`config.mk`:
```
export PLATFORM = sky130hd
export DESIGN_NAME = u128dm_div_step
export DESIGN_NICKNAME = d
export VERILOG_FILES = /design/src/u128dm_pkg.sv /design/src/u128dm_div_step.sv
export SDC_FILE = /design/constraint.sdc
export NUM_CORES = 1
export LEC_CHECK = 0
export ABC_CLOCK_PERIOD_IN_PS = 9700
export BUFFER_PORTS_ARGS = -buffer_cell sky130_fd_sc_hd__buf_2
export CORE_AREA = 2 2 300 302
export CTS_CLUSTER_DIAMETER = 200
export DETAILED_ROUTE_END_ITERATION = 6
export DIE_AREA = 0 0 302 304
export GPL_ROUTABILITY_DRIVEN = 0
export PLACE_DENSITY = 0.44
export SKIP_CTS_REPAIR_TIMING = 1
export SLEW_MARGIN = 20
export SYNTH_ARGS = -nofsm -noshare
export SYNTH_HDL_FRONTEND = slang
export SYNTH_SLANG_ARGS = --single-unit
```
`constraint.sdc`:
```
create_clock -name clk -period 9.7 [get_ports clk]
set_clock_uncertainty 0.05 [all_clocks]
set_input_delay 0.97 -clock clk [delete_from_list [all_inputs] [get_ports clk]]
set_output_delay 0.97 -clock clk [all_outputs]
set_load 0.005 [all_outputs]
```
`src/u128dm_pkg.sv`:
```
// Shared types and constants of the 128-bit divide and multiply-divide unit.
// Used by the multiplier, the divider step and the top level; depends on nothing.
`default_nettype none
package u128dm_pkg;

  // Operation codes carried on the input tuser.
  localparam logic OP_DIV   = 1'b0;
  localparam logic OP_SCALE = 1'b1;

  // Result status carried on the output tuser.
  typedef enum logic [1:0] {
    ST_OK      = 2'd0,
    ST_OVF     = 2'd1,
    ST_INEXACT = 2'd2,
    ST_DIVZERO = 2'd3
  } status_t;

  localparam int unsigned DivSteps = 128;

  // One stage of the restoring divider with the item's side information.
  typedef struct packed {
    logic         valid;
    logic         op;
    logic         exact;
    status_t      status;
    logic [127:0] rem;
    logic [127:0] num;   // dividend bits shift out at the top, quotient bits in
    logic [127:0] dvs;
  } div_stage_t;

endpackage
`default_nettype wire

```
`src/u128dm_div_step.sv`:
```
// One registered step of the 128-bit restoring divider.
// Depends on u128dm_pkg for the stage type.
`default_nettype none
module u128dm_div_step
  import u128dm_pkg::*;
(
  input  wire logic       clk,
  input  wire logic       rst_n,
  input  wire logic       ce,
  input  wire div_stage_t s_in,
  output div_stage_t      s_r
);

  div_stage_t   s_nxt;
  logic [128:0] rem_sh;
  logic [128:0] diff;
  logic         take;

  // Shift in the next dividend bit and subtract the divisor where it fits.
  always_comb begin
    rem_sh = {s_in.rem, s_in.num[127]};
    diff   = rem_sh - {1'b0, s_in.dvs};
    take   = !diff[128];
    s_nxt  = s_in;
    s_nxt.rem = take ? diff[127:0] : rem_sh[127:0];
    s_nxt.num = {s_in.num[126:0], take};
  end

  always_ff @(posedge clk) begin
    if (!rst_n) begin
      s_r.valid <= 1'b0;
    end else if (ce) begin
      s_r <= s_nxt;
    end
  end

endmodule
`default_nettype wire

```
==> flow_metrics.env <==
export IMPL_ys_seq_area_frac=0.5215
export IMPL_route_final_wire_length_mm=99.73
export IMPL_grt_start_max_net_pins=132
export IMPL_synth_edff_count=388
export IMPL_fmax_mhz=176.1
export IMPL_grt_usage=0.2086
export IMPL_min_path_type="in2reg"
export IMPL_row_count=110
export IMPL_crit_fanout=87
export IMPL_drv_slew=0
export IMPL_syn_to_final_growth_pct=29.55
export IMPL_grt_pass1_vias=20210
export IMPL_cts_buffer_depth=3
export IMPL_postSynth_asyncResetShare=0
export IMPL_multi_input_area_sq_mm=0.009722
export IMPL_cp_common_cell="a21o_1"
export IMPL_h_tree_depth=2
export IMPL_setup_tns_final_ns=0
export IMPL_finish_utilization=0.3256
export IMPL_layout_drive_gt1_share=0.2932
export IMPL_ir_drop_v=0.0001235
export IMPL_critPathMaxStageDelay_ns=0.72
export IMPL_syn_area_sq_mm=0.02238
export IMPL_period_share=0.5856
export IMPL_path_clk_slew_ns=0.06
export IMPL_use_met2=0.3975
export IMPL_cts_tree="done"
export IMPL_worst_pin_slew_ns=1.144
export IMPL_top_register="s_r"
export IMPL_initial_core_util=0.2513
export IMPL_avgViaCountPerCell=4.816
export IMPL_ys_seq_elements=389
export IMPL_mostFrequentLayoutCell="buf_2"
export IMPL_synth_nets=2755
export IMPL_timing_hold_ws_ns=0.4654
export IMPL_p_per_area_mw_per_mm2=171.7
export IMPL_drc=0
export IMPL_grt_pass1_wl_mm=139.4
export IMPL_nFillCells=9434
export IMPL_fp_dieH_microns=304
export IMPL_largest_register_ffs=389
export IMPL_largest_registers="s_r x389"
export IMPL_pin_count=781
export IMPL_die_w_microns=302
export IMPL_grt_ovfl_total=0
export IMPL_port_buffer_count=780
export IMPL_numCtsBuffers=49
export IMPL_cts_root_buffer="clkbuf_16"
export IMPL_final_min_clock_period_ns=5.680
export IMPL_grt_use_met1=0.2234
export IMPL_antenna_found_initial=30
export IMPL_tritoncts_num_sinks=389
export IMPL_busiest_layer="met2"
export IMPL_vias=20210
export IMPL_final_cell_mix="780 x buf_2, 388 x edfxtp_1, 307 x nand2_1"
export IMPL_drv_cap=0
export IMPL_setup_viol=0
export IMPL_syn_inst=2234
export IMPL_crit_chain="buf_2, inv_1, ha_1, fa_1, nand2b_1, a21o_1, a211o_1, a211oi_2, o2111ai_1, a21o_1, a2111oi_4, a22o_1, or2_4, buf_4, or4_1, nand4_1"
export IMPL_antenna_left=0
export IMPL_critPathCaptureType="register"
export IMPL_rsz0062_at_grt="no"
export IMPL_path_class="in2reg"
export IMPL_power_leakage_nw=12.10
export IMPL_core_sq_mm=0.08905
export IMPL_synth_cell_types=67
export IMPL_ys_flop_type="edfxtp_1"
export IMPL_status="finished clean"
export IMPL_syn_area_per_cell_sq_um=10.02
export IMPL_worstPathArrival_ns=5.99
export IMPL_crit_slowest_cell="buf_4"
export IMPL_worstSetupStartpointType="primary input"
export IMPL_hold_violations=0
export IMPL_clk_latency_ns=0.62
export IMPL_gr_usage_met3=0.05304
export IMPL_nNetsFinal=3500
export IMPL_relSlewSlack=0.2293
export IMPL_yosysWarnings=0
export IMPL_hpwl_mm=82.93
export IMPL_drtPass1Iterations=5
export IMPL_fp_dieArea_sq_mm=0.09181
export IMPL_regArea_sq_mm=0.01167
export IMPL_drt_iter0_drc=1267
export IMPL_avgRoutedWirePerCell_microns=23.76
export IMPL_required_ns=10.01
## critical path, delay by kind of cell
kind	cells	cell delay, ns
simple gates	4	1.22
buf+inv	3	0.85
compound gates	7	2.14
fa+ha+maj	2	0.60
## Yosys cell counts, drive strengths merged (3+ instances only)
cell type  number  area [sq um]
buf            20         112.6
a311o           3         30.03
and4            5         43.79
o21a           17         127.6
ha            128          1602
o41ai           4         35.03
or4             7         52.55
a2111oi         5         62.56
nor3           33         165.2
or3             8         50.05
o21bai         44         330.3
nand3          24         120.1
o2111ai         8         70.07
a221oi          5         43.79
a211oi          9         77.57
and2            9         56.30
nor2b           9         56.30
nand4          80         500.5
nor4           13         81.33
a21oi         219          1096
xor2           44         385.4
nand2         307          1152
a221o           3         30.03
edfxtp        388         11650
o21ba           4         40.04
a31oi           4         25.02
o211ai          7         52.55
a211o           8         70.07
inv           161         604.3
a21boi         17         127.6
xnor2          66         578.1
clkbuf         75         281.5
and3            7         43.79
nor2          139         521.8
nand2b         13         81.33
o31ai          15         112.6
or2             9         56.31
a21o           52         390.4
o311ai          4         35.04
o21ai         236          1181
## path summary, 6_finish.rpt
check                           startpoint       end  slack [ns]  depth (start not counted)
worst max-delay path             s_in[255]  s_r[376]        4.02                         16
worst max register to register    s_r[388]  s_r[388]        9.05                          2
worst min-delay path             s_in[168]  s_r[169]        0.47                          1
worst min register to register    s_r[388]  s_r[388]        0.49                          2
## cells by family (layout without fill, tap and decap cells)
group | after synthesis | count (layout) | synth area share
multiplexers | 2 | 2 | 0.0009504
flip-flops | 389 | 389 | 0.5215
XOR/XNOR | 110 | 110 | 0.04305
buffers and inverters | 256 | 1037 | 0.04461
other | 0 | 6 | 0
adder cells (fa/ha/maj) | 129 | 129 | 0.07246
AO/OA/AOI/OAI | 679 | 679 | 0.1821
AND/OR/NAND/NOR | 669 | 669 | 0.1353
## through the flow
stage	power [W]	setup WS [ns]	std cells	instance area [sq um]
final	0.004977	4.020	4197	28990
after global routing	0.005224	3.590	4194	28990
after CTS	0.005054	3.882	4191	28980
after detailed placement	0.003238	3.240	4104	27470
after global placement	0.003239	3.311	4104	27470
after floorplan	0.002726	3.472	2234	22380
## metal layers
metal | up-vias | part of all wire
met2 | 676 | 0.53
met5 | - | 0.0023
li1 | 9706 | -
met1 | 9640 | 0.37
met4 | 32 | 0.030
met3 | 159 | 0.068
## layout make-up
class	count	share of cell area
antenna	6	0.0005179
clock buffer	62	0.04471
clock inverter	25	0.007466
inverter	161	0.02084
multi-input combinational	1589	0.3353
sequential	389	0.4026
tap	1176	0.05075
timing repair buffer	789	0.1378
## power breakdown
group | switching (W) | total (W) | leakage [nW] | internal [W]
registers | 0.0000334 | 0.00206 | 3.63 | 0.00203
clock network | 0.000781 | 0.00178 | 0.722 | 0.00100
logic | 0.000720 | 0.00113 | 7.75 | 0.000413
Power figures use the tool's default switching activity.
